### src/imufd_pkg.sv
// Package for the sensor frame deframer: frame constants and the result record.
// No dependencies; imported by imufd_core and imu_frame_deframer.
`timescale 1ns / 1ps

package imufd_pkg;

   localparam logic [7:0] HDR_BYTE   = 8'h55;
   localparam logic [7:0] CMD_HMASK  = 8'hf0;
   localparam logic [7:0] CMD_HVAL   = 8'h50;
   localparam logic [7:0] TYPE_FIRST = 8'h51;
   localparam logic [7:0] TYPE_LAST  = 8'h54;
   localparam logic [3:0] TYPE_NMASK = 4'hf;
   localparam logic [3:0] ALL_SEEN   = 4'hf;
   localparam logic [3:0] LAST_INDEX = 4'd10;
   localparam int         STORE_LEN  = 7;
   localparam int         STORE_AW   = $clog2(STORE_LEN);

   typedef struct packed {
      logic [3:0]         frame_type;
      logic signed [15:0] value_x;
      logic signed [15:0] value_y;
      logic signed [15:0] value_z;
      logic               set_complete;
   } frame_result_type;

endpackage

### src/imufd_core.sv
// Frame tracking core: byte counter, running checksum, frame store and seen mask.
// Depends on imufd_pkg.
`timescale 1ns / 1ps

module imufd_core
   import imufd_pkg::*;
(
   input  logic             clock,
   input  logic             reset,
   input  logic             step,
   input  logic [7:0]       rx_byte,
   output logic             frame_done,
   output frame_result_type result
);

   logic [3:0]          byte_index_ff, byte_index_in;
   logic [7:0]          running_sum_ff, running_sum_in;
   logic [3:0]          seen_mask_ff, seen_mask_in;
   logic [7:0]          frame_store_ff [STORE_LEN];
   logic [3:0]          idx;
   logic                store_we;
   logic [STORE_AW-1:0] store_sel;
   logic [7:0]          cmd;
   logic [3:0]          mask_upd;
   logic [3:0]          type_bit;

   assign idx       = (byte_index_ff > LAST_INDEX) ? 4'd0 : byte_index_ff;
   assign store_sel = STORE_AW'(idx - 4'd1);
   assign cmd       = frame_store_ff[0];

   // one-hot bit for types 1..4, nothing for the other type codes
   always_comb begin
      type_bit = 4'b0000;
      if (cmd >= TYPE_FIRST && cmd <= TYPE_LAST) begin
         type_bit = 4'b0001 << 2'(cmd - TYPE_FIRST);
      end
   end
   assign mask_upd = seen_mask_ff | type_bit;

   always_comb begin
      byte_index_in  = byte_index_ff;
      running_sum_in = running_sum_ff;
      seen_mask_in   = seen_mask_ff;
      store_we       = 1'b0;
      frame_done     = 1'b0;
      if (step) begin
         priority if (idx == 4'd0) begin
            if (rx_byte == HDR_BYTE) begin
               byte_index_in  = 4'd1;
               running_sum_in = rx_byte;
            end else begin
               byte_index_in  = 4'd0;
               running_sum_in = 8'd0;
            end
         end else if (idx == 4'd1) begin
            if ((rx_byte & CMD_HMASK) == CMD_HVAL) begin
               store_we       = 1'b1;
               byte_index_in  = 4'd2;
               running_sum_in = running_sum_ff + rx_byte;
            end else begin
               byte_index_in  = 4'd0;
               running_sum_in = 8'd0;
            end
         end else if (idx < LAST_INDEX) begin
            store_we       = (idx <= 4'(STORE_LEN));
            byte_index_in  = idx + 4'd1;
            running_sum_in = running_sum_ff + rx_byte;
         end else begin
            byte_index_in  = 4'd0;
            running_sum_in = 8'd0;
            if (rx_byte == running_sum_ff) begin
               frame_done   = 1'b1;
               seen_mask_in = (mask_upd == ALL_SEEN) ? 4'd0 : mask_upd;
            end
         end
      end
   end

   always_comb begin
      result.frame_type   = cmd[3:0] & TYPE_NMASK;
      result.value_x      = {frame_store_ff[2], frame_store_ff[1]};
      result.value_y      = {frame_store_ff[4], frame_store_ff[3]};
      result.value_z      = {frame_store_ff[6], frame_store_ff[5]};
      result.set_complete = (mask_upd == ALL_SEEN);
   end

   always_ff @(posedge clock) begin
      if (reset) begin
         byte_index_ff  <= 4'd0;
         running_sum_ff <= 8'd0;
         seen_mask_ff   <= 4'd0;
      end else begin
         byte_index_ff  <= byte_index_in;
         running_sum_ff <= running_sum_in;
         seen_mask_ff   <= seen_mask_in;
      end
   end

   always_ff @(posedge clock) begin
      if (store_we) begin
         frame_store_ff[store_sel] <= rx_byte;
      end
   end

endmodule

### src/imu_frame_deframer.sv
// Sensor frame deframer top level: input register, frame core, result register.
// A frame's result passes from the input register through the core into the
// result register, which drives the result channel. Throughput: one byte
// per cycle unless a stalled result blocks it; each byte takes a single core pass.
// Reset (synchronous, active high) empties both registers and restarts the frame
// search with an empty seen mask. Depends on imufd_pkg and imufd_core.
`timescale 1ns / 1ps

module imu_frame_deframer
   import imufd_pkg::*;
(
   input  logic               clock,
   input  logic               reset,
   // request channel: one received byte per request
   input  logic               req_valid,
   output logic               req_stall,
   input  logic [7:0]         req_rx_byte,
   // result channel: one result per good frame
   output logic               rsp_valid,
   input  logic               rsp_stall,
   output logic [3:0]         rsp_frame_type,
   output logic signed [15:0] rsp_value_x,
   output logic signed [15:0] rsp_value_y,
   output logic signed [15:0] rsp_value_z,
   output logic               rsp_set_complete
);

   logic             in_valid_ff, in_valid_in;
   logic [7:0]       in_byte_ff;
   logic             out_valid_ff, out_valid_in;
   frame_result_type out_ff;
   frame_result_type core_result;
   logic             core_done;
   logic             advance;
   logic             step;

   // The held byte may move into the core whenever the result register is
   // empty or is being drained this cycle.
   assign advance   = !out_valid_ff || !rsp_stall;
   assign step      = in_valid_ff && advance;
   // Hold the request only while a byte waits in the input register and
   // cannot advance.
   assign req_stall = in_valid_ff && !advance;

   imufd_core u_core (
      .clock      (clock),
      .reset      (reset),
      .step       (step),
      .rx_byte    (in_byte_ff),
      .frame_done (core_done),
      .result     (core_result)
   );

   // Input register: load on every accepted request, drop once consumed.
   always_comb begin
      in_valid_in = in_valid_ff;
      if (req_valid && !req_stall) begin
         in_valid_in = 1'b1;
      end else if (step) begin
         in_valid_in = 1'b0;
      end
   end

   // Result register: load on a finished frame, clear once taken.
   always_comb begin
      out_valid_in = out_valid_ff;
      if (step && core_done) begin
         out_valid_in = 1'b1;
      end else if (!rsp_stall) begin
         out_valid_in = 1'b0;
      end
   end

   always_ff @(posedge clock) begin
      if (reset) begin
         in_valid_ff  <= 1'b0;
         out_valid_ff <= 1'b0;
      end else begin
         in_valid_ff  <= in_valid_in;
         out_valid_ff <= out_valid_in;
      end
   end

   // Payload registers need no reset.
   always_ff @(posedge clock) begin
      if (req_valid && !req_stall) begin
         in_byte_ff <= req_rx_byte;
      end
      if (step && core_done) begin
         out_ff <= core_result;
      end
   end

   assign rsp_valid        = out_valid_ff;
   assign rsp_frame_type   = out_ff.frame_type;
   assign rsp_value_x      = out_ff.value_x;
   assign rsp_value_y      = out_ff.value_y;
   assign rsp_value_z      = out_ff.value_z;
   assign rsp_set_complete = out_ff.set_complete;

endmodule

### config.mk
export PLATFORM = sky130hd
export DESIGN_NAME = imu_frame_deframer
export DESIGN_NICKNAME = d
export VERILOG_FILES = /design/src/imufd_pkg.sv /design/src/imufd_core.sv /design/src/imu_frame_deframer.sv
export SDC_FILE = /design/constraint.sdc
export NUM_CORES = 1
export LEC_CHECK = 0
export ABC_CLOCK_PERIOD_IN_PS = 2530
export BUFFER_PORTS_ARGS = -buffer_cell sky130_fd_sc_hd__buf_4
export CAP_MARGIN = 20
export CORE_MARGIN = 5
export CORE_UTILIZATION = 51
export CTS_BUF_LIST = sky130_fd_sc_hd__clkbuf_16
export CTS_CLUSTER_DIAMETER = 60
export DETAILED_ROUTE_END_ITERATION = 16
export HOLD_SLACK_MARGIN = 0.05
export MAX_ROUTING_LAYER = met4
export PLACE_DENSITY = 0.81
export SYNTH_ARGS = -nofsm -noshare
export SYNTH_HDL_FRONTEND = slang
export SYNTH_SLANG_ARGS = --single-unit
### constraint.sdc
create_clock -name clock -period 2.53 [get_ports clock]
set_clock_uncertainty 0.1 [all_clocks]
set_input_delay 0.1265 -clock clock [delete_from_list [all_inputs] [get_ports clock]]
set_output_delay 0.1265 -clock clock [all_outputs]
set_load 0.03 [all_outputs]
# After elaboration in Yosys (flattened, before gate mapping)

Memory sizes are Yosys's and may differ from the RTL's. A register that Yosys moved wholly into a read port is not among the register bits.
Cells that the tools add are included.

Bits in registers: 31
Output and inout port bits: 55
Logic and storage cells: 71
Memories: 1
Bits in writable memories: 56

Bitwise logic cells: 4
Multiplexer cells: 29
Reductions and logical operators: 13
Order comparisons: 5
Shift-type cells: 1
Eq/ne operators: 6
Add/subtract/negate cells: 4

Memories:

| memory                | depth | bits a word | rd ports | clocked after memory_dff | wr ports | line             | source |
|---|---|---|---|---|---|---|---|
| u_core.frame_store_ff | 7     | 8           | 7        | 6                        | 1        | imufd_core.sv:19 | `logic [7:0] frame_store_ff [STORE_LEN];` |

Operators with widths:

| kind                  | count |
|---|---|
| $mux W8               | 5 |
| $mux W4               | 6 |
| $mux W1               | 17 |
| $add A8 B8 Y8         | 1 |
| $eq A8 B7 Y1 const B  | 1 |
| $eq A8 B8 Y1          | 1 |
| $ge A8 B7 Y1 const B  | 1 |
| $le A8 B7 Y1 const B  | 1 |
| $logic_and A1 B1 Y1   | 5 |
| $reduce_and A5 Y1     | 1 |
| $add A4 B1 Y4 const B | 1 |
| $eq A4 B1 Y1 const B  | 1 |
| $eq A4 B3 Y1 const B  | 1 |
| $eq A4 B4 Y1 const B  | 1 |
| $gt A4 B4 Y1 const B  | 1 |
| $le A4 B3 Y1 const B  | 1 |
| $logic_not A1 Y1      | 4 |
| $logic_not A4 Y1      | 1 |
| $lt A4 B4 Y1 const B  | 1 |
| $or A4 B4 Y4          | 1 |
| $shl A1 B2 Y4 const A | 1 |
| $not A1 Y1            | 3 |
| $sub A3 B1 Y3 const B | 1 |
| $mux W2               | 1 |
| other kinds (4)       | 4 |

# Longest topological paths before layout

Gate-level depths: netlist of run 1.

Depth in word-level cells: 9
Mapped depth: 10

# By module

From an unflattened synthesis of run 1, not the netlist that was laid out.

Cell total of the unflattened synthesis: 314
Area total of the unflattened synthesis: 5,001.0 um^2

By module, submodules not included:

| module             | instances | area each (um^2) | sequential area each (um^2) | cells each |
|---|---|---|---|---|
| imufd_core         | 1         | 3,075.4          | 2,001.9                     | 241 |
| imu_frame_deframer | 1         | 1,925.6          | 1,871.8                     | 73 |

# Worst setup path before layout of run 1

No wires, ideal clock.

Kind: register to register
From: register in_byte_ff[5]
To: register u_core.seen_mask_ff[0]
Setup slack: -0.034 ns
Data required time: 2.315 ns
Stages on the path, launching flop included: 8
Data arrival time: 2.350 ns
Library setup time: 0.115 ns
Cells stage by stage: edfxtp_1 -> ha_1 -> nor4b_1 -> nand4_1 -> or2_1 -> clkinv_2 -> nor2_1 -> a2111oi_0

Longest elaborated chain between the ends: 2

RTL lines:

| what                               | line                     | source |
|---|---|---|
| from (decl)                        | imu_frame_deframer.sv:29 | `logic [7:0] in_byte_ff;` |
| from (signal assigned)             | imu_frame_deframer.sv:87 | `in_byte_ff <= req_rx_byte;` |
| $eq A8 B8 Y1                       | imufd_core.sv:71         | `if (rx_byte == running_sum_ff) begin` |
| $reduce_and A5 Y1 (no source line) | --                       |  |
| to (signal assigned)               | imufd_core.sv:95         | `seen_mask_ff <= seen_mask_in;` |
| to (decl)                          | imufd_core.sv:18         | `logic [3:0] seen_mask_ff, seen_mask_in;` |

No other way between the ends.
A chain may end at the register's enable or synchronous reset.

# Worst setup path after layout of run 1

From: register u_core.byte_index_ff[3]
To: memory u_core.frame_store_ff[6][3], enable pin

Longest elaborated chain between the ends: 9
Elaborated cells between the ends (all ways): 13
Those cells by class: add/sub (1); order compare (3); eq/ne (1); mux (7); reduce/logical (1)

RTL lines:

| what                                         | line                               | source |
|---|---|---|
| from (decl)                                  | imufd_core.sv:16                   | `logic [3:0] byte_index_ff, byte_index_in;` |
| from (signal assigned)                       | imufd_core.sv:93                   | `byte_index_ff <= byte_index_in;` |
| $gt A4 B4 Y1                                 | imufd_core.sv:27                   | `assign idx = (byte_index_ff > LAST_INDEX) ? 4'd0 : byte_index_ff;` |
| $mux W4 (*)                                  | imufd_core.sv:27                   |  |
| $le A4 B3 Y1 or $lt A4 B4 Y1 (tied branches) | imufd_core.sv:65, imufd_core.sv:64 |  |
| $mux W1                                      | imufd_core.sv:64                   | `end else if (idx < LAST_INDEX) begin` |
| $mux W1                                      | imufd_core.sv:55                   | `end else if (idx == 4'd1) begin` |
| $mux W1                                      | imufd_core.sv:47                   | `priority if (idx == 4'd0) begin` |
| $mux W1                                      | imufd_core.sv:46                   | `if (step) begin` |
| $mux W1                                      | imufd_core.sv:100                  | `if (store_we) begin` |
| $mux W1 (not written as such)                | imufd_core.sv:101                  | `frame_store_ff[store_sel] <= rx_byte;` |
| to (decl)                                    | imufd_core.sv:19                   |  |

Every way passes the cells marked *; elsewhere a longest branch is shown, timed or not.

==> metrics.txt, run 1 <==
# DRC=0; Post-Synthesis Cells=roughly 310; crit path DAT=2.48 ns; Critical Path RT=~2.6 ns; drt total wl=11.0 mm; DR top layer=met4; CP Capture Type=flop; max-cap viol count=0; H-tree lvl count=4; CTS tree=done; highest clock rate=0.407 GHz; first-pass GRT wire length=16.7 mm; Tcrit/Tclk final=97.2%; wire per inst=about 19 um; met3 wire len=837 um; Max VDD drop=411 uV; synth warn=0; layout cells sized above 1=33.7%; Core Rows=36; initial detailed-routing violation count=334; Port Buf Inserts=66; worst-margin pin slew=between 0.7 and 0.8 ns; post-synth cell types=53; Clock Latency Late Sink=~0.41 ns; die area=about 12,000 um^2; Starting Density=between 50 and 60%; CTS buffer count=17; Clock transition at path regs=0.06 ns; # clock sinks=135; Mapped Area=5000 um^2; die height=109 um; final instance area=approximately 6700 um^2; minimum clock period=2.46 ns; Routed met2 length=5.75 mm; post-synthesis register bit count=~140; HPWL after DPL=6.65 mm; Die W=109 um; Power Total=roughly 0.005 W; sequential element share of the synthesized area=approximately 78%; outcome=finished clean; hold slack=0.319 ns; Leakage=roughly 2.4 nW; M1 WL=~4.2 mm; maximum number of pins on one net before global-route repair=34; gpl congestion=0.901; Avg Inst Size Synth=16.0 um^2; vias in the first global route=3,155; Max FO, Critical Path=8; Slew Limit Fails=0; Post-synth ARST share=0%; placed instance area=between 5000 and 6000 um^2; Pre-Repair DR Iteration Count=5; CP startpoint kind=flop; post-route ant nets=0; clock root cell=clkbuf_16; Crit Path Category=reg -> reg; vias post-DR=3,205; hold crit path type=reg -> reg; main flop type after synthesis=edfxtp_1; Worst slew margin=48.4%; Clock Path Buffers=2; Synthesized Nets=337; total gr overflow=0; core area=around 9700 um^2; P per Cell Area=between 700 and 800 nW/um^2; Post-synth EDFFs=117; GRT Util Overall=19.7%; nets=about 460; initial antenna violation count=0; Area Overhead vs Synth=33.7%; Vias/cell=5.52; final setup fails=0; count of final hold-check violations=0; # IOs=67; Inserted Diodes=0
==> cell type report <==
cell class | instances | area [um^2]
clock buffer | 17 | 425
clock inverter | 15 | 159
fill | 600 | 3000
inverter | 11 | 46.3
multi-input combinational | 160 | 1140
sequential | 135 | 3880
tap | 133 | 166
timing repair buffer | 110 | 872
==> per-layer routing <==
layer / vias to the layer above / GRT usage (%)
met5: - / -
met4: 0 / 7.21
met3: 31 / 5.57
met2: 193 / 32.7
met1: 1536 / 23.0
li1: 1445 / -
==> cells by family after synthesis <==
family	after synthesis	share of synthesized area [%]
and+or+nand+nor	90	9.26
xor gates and xnor gates	7	1.23
AOI/OAI and AO/OA	50	7.04
buffers and inverters	18	1.60
adders and majority gates	12	3.15
DFF	135	77.5
muxes	1	0.200
==> metrics by stage <==
stage	cells	worst slack [ns]	TNS (ns)	utilization [%]
2_1_floorplan	313	-0.0169	-0.270	-
3_3_place_gp	535	-0.0836	-0.997	60.5
5_1_grt	581	-0.0327	-0.435	69.0
4_1_cts	579	0.00765	0	68.2
3_5_place_dp	535	-0.233	-5.16	60.5
6_report	581	0.0710	0	69.0
==> state kept, by name, summed over array words and instances, names as in the netlist <==
name and cells:
u_core.frame_store_ff 56, u_core.running_sum_ff 8, rsp_value_x 16, in_valid_ff 1, u_core.seen_mask_ff 4, u_core.byte_index_ff 4, rsp_valid 1, rsp_frame_type 4
rsp_value_y 16, rsp_value_z 16, rsp_set_complete 1, in_byte_ff 8
==> path summary, 6_finish.rpt <==
path	start	to	slack (ns)	depth (start not counted)
setup / recovery	u_core.byte_index_ff[3]	u_core.frame_store_ff[6][3]	0.07	11
hold / removal	u_core.frame_store_ff[4][4]	rsp_value_y[12]	0.32	0
setup reg to reg	u_core.byte_index_ff[3]	u_core.frame_store_ff[6][3]	0.07	11
hold reg to reg	u_core.frame_store_ff[4][4]	rsp_value_y[12]	0.32	0
==> power breakdown <==
part | leakage [nW] | total, W | internal [W] | switching [W]
clock network | 0.278 | 0.00241 | 0.00139 | 0.00102
logic | 0.926 | 0.000238 | 0.0000999 | 0.000138
registers | 1.21 | 0.00244 | 0.00243 | 0.0000136
==> layout by cell type (no fill, tap or decap), drive strengths merged, types with 2 or more instances in the layout <==
master	count
nand3	4
clkinv	3
nand4	3
a21oi	15
o21ai	8
nor4	6
and3	3
dfxtp	18
xor2	2
a21boi	3
dlygate4sd3	12
a31oi	2
ha	11
clkbuf	17
a2111oi	3
a21o	3
nand2	26
nor3	8
nor2b	2
edfxtp	117
nand2b	5
nor2	23
xnor2	5
buf	98
nor4b	2
a211oi	6
clkinvlp	3
inv	19
==> Yosys cell counts (2+ instances only) <==
master | number | share of area (%)
a31oi_1 | 2 | 0.25
nand2_1 | 26 | 2.0
xor2_1 | 2 | 0.35
nor4_1 | 6 | 0.75
clkbuf_1 | 3 | 0.23
nand3_1 | 4 | 0.40
a211oi_1 | 6 | 0.90
inv_1 | 10 | 0.75
a21o_1 | 3 | 0.45
nand2b_1 | 5 | 0.63
nor4b_1 | 2 | 0.35
buf_2 | 2 | 0.20
nand4_1 | 3 | 0.38
o21ai_0 | 8 | 0.80
nor3_1 | 7 | 0.70
a2111oi_0 | 2 | 0.35
xnor2_1 | 5 | 0.88
edfxtp_1 | 117 | 70
a21oi_1 | 15 | 1.5
dfxtp_1 | 18 | 7.2
ha_1 | 11 | 2.8
nor2_1 | 23 | 1.7
and3_1 | 3 | 0.38
==> worst max-delay path, stage by stage, from the launching register on <==
cell	delay, ns
dfxtp_1	0.32
buf_4	0.16
o21ai_1	0.08
nand2_1	0.12
ha_1	0.23
inv_2	0.09
a2111oi_4	0.05
and4b_1	0.33
nand2_2	0.10
buf_4	0.17
nor3_2	0.23
buf_6	0.18
==> repair_timing <==
action / CTS / global route
endpoints found under the hold margin: 26 / 0
setup endpoints to repair: 48 / 104
gates resized for setup: 10 / 16
hold buffers: 12 / 0
pin swaps: 0 / 3
setup buffers: 0 / 2
Power figures use the tool's default switching activity.
==> run 2: changes to the inputs <==
Settings changed: ABC_CLOCK_PERIOD_IN_PS 2530 to 2200.
Clock period 2.53 ns to 2.2 ns, I/O delays scaled along.
==> run 2 against run 1 <==
  * The flow now finishes with violations (setup timing)
  * First-iteration DRC count is 6.6% higher
  * Flip-flop and latch count is the same
  * Clock power grew 24%
  * Worst setup slack worse by 0.15 ns
  * Routed wire length rose by 18%
  * Power rose by 21%
  * Combinational power increased by 50%
  * Count of clock-buffer cells in the layout unchanged
==> metrics.txt, run 2 (synthesized netlist as in run 1, its figures left out) <==
Largest stage delay, worst path=0.35 ns; final setup fails=44; failing checks=setup timing; Max FO, Critical Path=8; Reg with most FFs=u_core.frame_store_ff; nets=490; worst path cell trace=o21ai_2 > nand2_2 > inv_2 > ha_2 > inv_2 > a2111oi_4 > and4b_2 > nand2_4 > nor2_2 > buf_4; Clock Latency Late Sink=0.42 ns; worst-margin pin slew=~0.65 ns; vias post-DR=around 3,500; die height=109 um; crit-path leading delay family=simple AND/OR/NAND/NOR gates; drt total wl=13.0 mm; Core Rows=36; layout cells sized above 1=between 40% and 50%; commonest non-fill, non-tap cell in the layout=buf_4; Tcrit/Tclk final=104%; FF-to-FF path depth=10; Leakage=2.62 nW; maximum number of pins on one net before global-route repair=19; max-cap viol count=0; crit path buf inv count=3; RSZ-0062 raised after global routing=yes; post-route ant nets=0; reg-to-reg endpoint=u_core.frame_store_ff[0][0]; # clock sinks=135; CTS buffer count=17; hold path endpoint=in_byte_ff[4]; HPWL after DPL=7.22 mm; register area=3880 um^2; vias in the first global route=3,343; flop2flop setup slack=-0.08 ns; Reg2Reg Launch Point=u_core.byte_index_ff[2]; Clock Path Buffers=2; Vias/cell=5.69; P per Cell Area=858 nW/um^2; crit path DAT=2.35 ns; CP startpoint kind=flop; Min-Delay Path Depth=2; Power Total=0.00616 W; minimum clock period=about 2.3 ns; hold crit path type=in -> reg; Area Overhead vs Synth=43.6%; core area=between 9000 and 10,000 um^2; highest clock rate=0.439 GHz; # DRC=0; area occupied by multi-input gates=1320 um^2; PnR worst setup slack=-0.0780 ns; hold slack=0.311 ns; gpl congestion=0.901; Clock transition at path regs=0.06 ns; initial detailed-routing violation count=356; # IOs=67; CTS tree=done; total gr overflow=0; first-pass GRT wire length=17.9 mm; count of final hold-check violations=0; Pre-Repair DR Iteration Count=5; Max VDD drop=roughly 470 uV; initial antenna violation count=0; H-tree lvl count=4; max FFs per register=56; Crit Path Category=reg -> reg; most frequent CP cell=inv_2; GRT Util Overall=21.6%; clock root cell=clkbuf_16; Max stage delay cell, worst path=dfxtp_2; wire per inst=21.2 um; die area=between 10,000 and 15,000 um^2; commonest cells after routing, fill and taps aside=buf_4, edfxtp_1, nand2_1, nor2_1, clkbuf_16; outcome=complete, but fails checks; Critical Path RT=2.27 ns; Slew Limit Fails=0; Inserted Diodes=0; Hold Crit Start=req_rx_byte[4]; Worst slew margin=a little under three fifths; layout filler cell count=531; CP Capture Type=flop; Port Buf Inserts=66; Starting Density=51.6%; Die W=109 um
## run 2: how the worst max path moves through the flow
stage                                  from                          end  cells after the start
global placement              in_byte_ff[0]     u_core.running_sum_ff[6]                      7
detailed placement            in_byte_ff[3]       u_core.seen_mask_ff[2]                      7
CTS                           in_byte_ff[3]     u_core.running_sum_ff[7]                      6
global route        u_core.byte_index_ff[2]  u_core.frame_store_ff[0][0]                     10
floorplan           u_core.byte_index_ff[1]  u_core.frame_store_ff[1][0]                     10
finish              u_core.byte_index_ff[2]  u_core.frame_store_ff[0][0]                     10
## run 2: stage by stage
step                      area (um^2)  setup TNS [ns]  setup slack (ns)  std cells  util, %
final                            7180           -1.39           -0.0780        612     74.1
after global routing             7180           -4.14            -0.138        612     74.1
after CTS                        6980               0           0.00257        607     72.1
after detailed placement         6150           -6.55            -0.212        558     63.5
after global placement           6150          -0.731           -0.0315        558     63.5
after floorplan                  5100           -4.03           -0.0899        313        -
## run 2: area by class of cell
cell class / instances / share of cell area, %
clock inverter: 15 / 2.61
timing repair buffer: 141 / 15.9
clock buffer: 17 / 5.93
tap: 133 / 2.32
inverter: 11 / 0.750
sequential: 135 / 54.1
multi-input combinational: 160 / 18.4
## run 2: report_power, final
part	leakage, nW	switching [W]	total (W)	internal (W)
Combinational	1.11	0.000192	0.000357	0.000165
Clock	0.303	0.00117	0.00298	0.00181
Sequential	1.21	0.0000246	0.00282	0.00279
## run 2: per-layer routing
metal | routed length [um] | vias to the layer above | global-route usage, %
met5 | 0 | - | -
met4 | 476 | 0 | 8.75
met3 | 1040 | 49 | 6.45
met2 | 6840 | 234 | 36.5
met1 | 4630 | 1696 | 24.0
li1 | - | 1502 | -
## run 2: timing repair
action,4_1_cts,5_1_grt
gates resized for setup,16,34
hold buffers,13,0
endpoints found under the setup margin,97,75
hold endpoints to repair,26,0
pin swaps,6,24
buffers inserted,4,7
==> run 3: changes to the inputs <==
--- a/config.mk
+++ b/config.mk
@@ -18,2 +18,3 @@
 export PLACE_DENSITY = 0.81
+export RECOVER_POWER = 100
 export SYNTH_ARGS = -nofsm -noshare
==> constraint.sdc (replaced) <==
create_clock -name clock -period 2.2 [get_ports clock]
set_clock_uncertainty 0.1 [all_clocks]
set_input_delay 0 -clock clock [delete_from_list [all_inputs] [get_ports clock]]
set_output_delay 0 -clock clock [all_outputs]
set_load 0.03 [all_outputs]
==> run 3 against run 2 <==
  * The run still ends with setup timing left
  * Sequential power is essentially flat
  * Routed wire length rose by 0.36%
  * Fmax shrank 3.4%
  * Power is 0.12% lower
  * Design area fell by 3.3%
  * Critical endpoint is now u_core.running_sum_ff[2]
  * Highest routed layer unchanged
==> metrics.txt, run 3 (synthesized netlist as in run 1, its figures left out) <==
max FFs per register=56; maximum number of pins on one net before global-route repair=19; worst path cell trace=clkbuf_1 > nand2_1 > nor4b_1 > a31oi_1 > a211oi_1; area occupied by multi-input gates=1320 um^2; HPWL after DPL=7.22 mm; Reg with most FFs=u_core.frame_store_ff; Clock transition at path regs=0.06 ns; hold crit path type=in -> reg; crit path buf inv count=1; outcome=complete, but fails checks; commonest cells after routing, fill and taps aside=edfxtp_1, clkbuf_1, buf_4, nand2_1, nor2_1; GRT Util Overall=approximately 22%; CTS buffer count=17; die area=between 10,000 and 15,000 um^2; # clock sinks=135; RSZ-0062 raised after global routing=yes; final instance area=6940 um^2; post-route ant nets=0; Core Rows=36; vias in the first global route=about 3,300; # DRC=0; clock root cell=clkbuf_16; Clock Path Buffers=2; minimum clock period=2.36 ns; PnR worst setup slack=-0.159 ns; commonest non-fill, non-tap cell in the layout=edfxtp_1; crit path DAT=2.57 ns; layout filler cell count=603; drt total wl=13.0 mm; failing checks=setup timing; Clock Latency Late Sink=0.42 ns; H-tree lvl count=4; nets=490; fin cells=around 610; Vias/cell=5.57; CP Capture Type=flop; final setup fails=38; vias post-DR=3,411; Inserted Diodes=0; Area Overhead vs Synth=38.9%; total gr overflow=0; Slew Limit Fails=0; # IOs=67; highest clock rate=between 0.4 and 0.5 GHz; Max VDD drop=~460 uV; die height=~110 um; first-pass GRT wire length=approximately 18 mm; Worst slew margin=56.6%; layout cells sized above 1=30.5%; worst-margin pin slew=0.651 ns; Placed Cells=558; Die W=109 um; Starting Density=approximately half; Port Buf Inserts=66; max-cap viol count=0; P per Cell Area=886 nW/um^2; count of final hold-check violations=0; Largest stage delay, worst path=around 0.53 ns; Power Total=0.00615 W; initial antenna violation count=0; initial detailed-routing violation count=between 300 and 400; Pre-Repair DR Iteration Count=5; Critical Path RT=about 2.4 ns; Max stage delay cell, worst path=clkbuf_1; CP startpoint kind=flop; core area=between 9000 and 10,000 um^2; placed instance area=6150 um^2; Max FO, Critical Path=8; gpl congestion=about 0.90; Tcrit/Tclk final=107%; crit-path leading delay family=compound AO/OA/AOI/OAI gates; Leakage=2.39 nW; register area=3880 um^2; CTS tree=done; wire per inst=21.3 um; Crit Path Category=reg -> reg
[run 3: final timing paths]
| kind | endpoint | from | cells past startpoint | slack (ns) |
|---|---|---|---|---|
| worst min register to register | rsp_value_z[12] | u_core.frame_store_ff[6][4] | 0 | 0.32 |
| worst max-delay path | u_core.running_sum_ff[2] | in_byte_ff[2] | 5 | -0.16 |
| worst max register to register | u_core.running_sum_ff[2] | in_byte_ff[2] | 5 | -0.16 |
| worst min-delay path | in_byte_ff[7] | req_rx_byte[7] | 2 | 0.22 |
[run 3: report_power, final]
part	switching [W]	internal [W]
sequential	0.0000241	0.00279
clock	0.00118	0.00181
combinational	0.000191	0.000154
[run 3: final cells by class]
type,count,area share [%]
Clock buffer,17,6.13
Clock inverter,15,2.70
Inverter,11,0.775
Multi-Input combinational cell,160,19.1
Sequential cell,135,55.9
Tap cell,133,2.40
Timing Repair Buffer,141,13.0
[run 3: repair_timing]
| action | in CTS | in global routing |
|---|---|---|
| gates resized for setup | 16 | 34 |
| setup buffers | 4 | 7 |
| hold buffers | 13 | 0 |
| pin swaps | 6 | 24 |
| endpoints found under the hold margin | 34 | 0 |
| endpoints found under the setup margin | 97 | 75 |
[run 3: layer usage]
metal | routed length, um | vias up | GRT usage, %
li1 | - | 1503 | -
met1 | 4570 | 1653 | 24.0
met2 | 6910 | 210 | 36.5
met3 | 1130 | 45 | 6.45
met4 | 432 | 0 | 8.75
met5 | 0 | - | -
[run 3: stage by stage]
stage	util (%)	hold slack [ns]	TNS, ns	setup slack, ns
3_5_place_dp	63.5	0.0795	-6.55	-0.212
2_1_floorplan	-	-0.00113	-4.03	-0.0899
3_3_place_gp	63.5	0.0783	-0.731	-0.0315
4_1_cts	72.1	0.185	0	0.00257
6_report	71.7	0.219	-1.66	-0.159
5_1_grt	71.7	0.213	-4.54	-0.192
[run 3: worst register-to-register path, cell delays in order (launching register included)]
cell and delay (ns):
edfxtp_1 0.41, clkbuf_1 0.53, nand2_1 0.17, nor4b_1 0.37, a31oi_1 0.30, a211oi_1 0.37
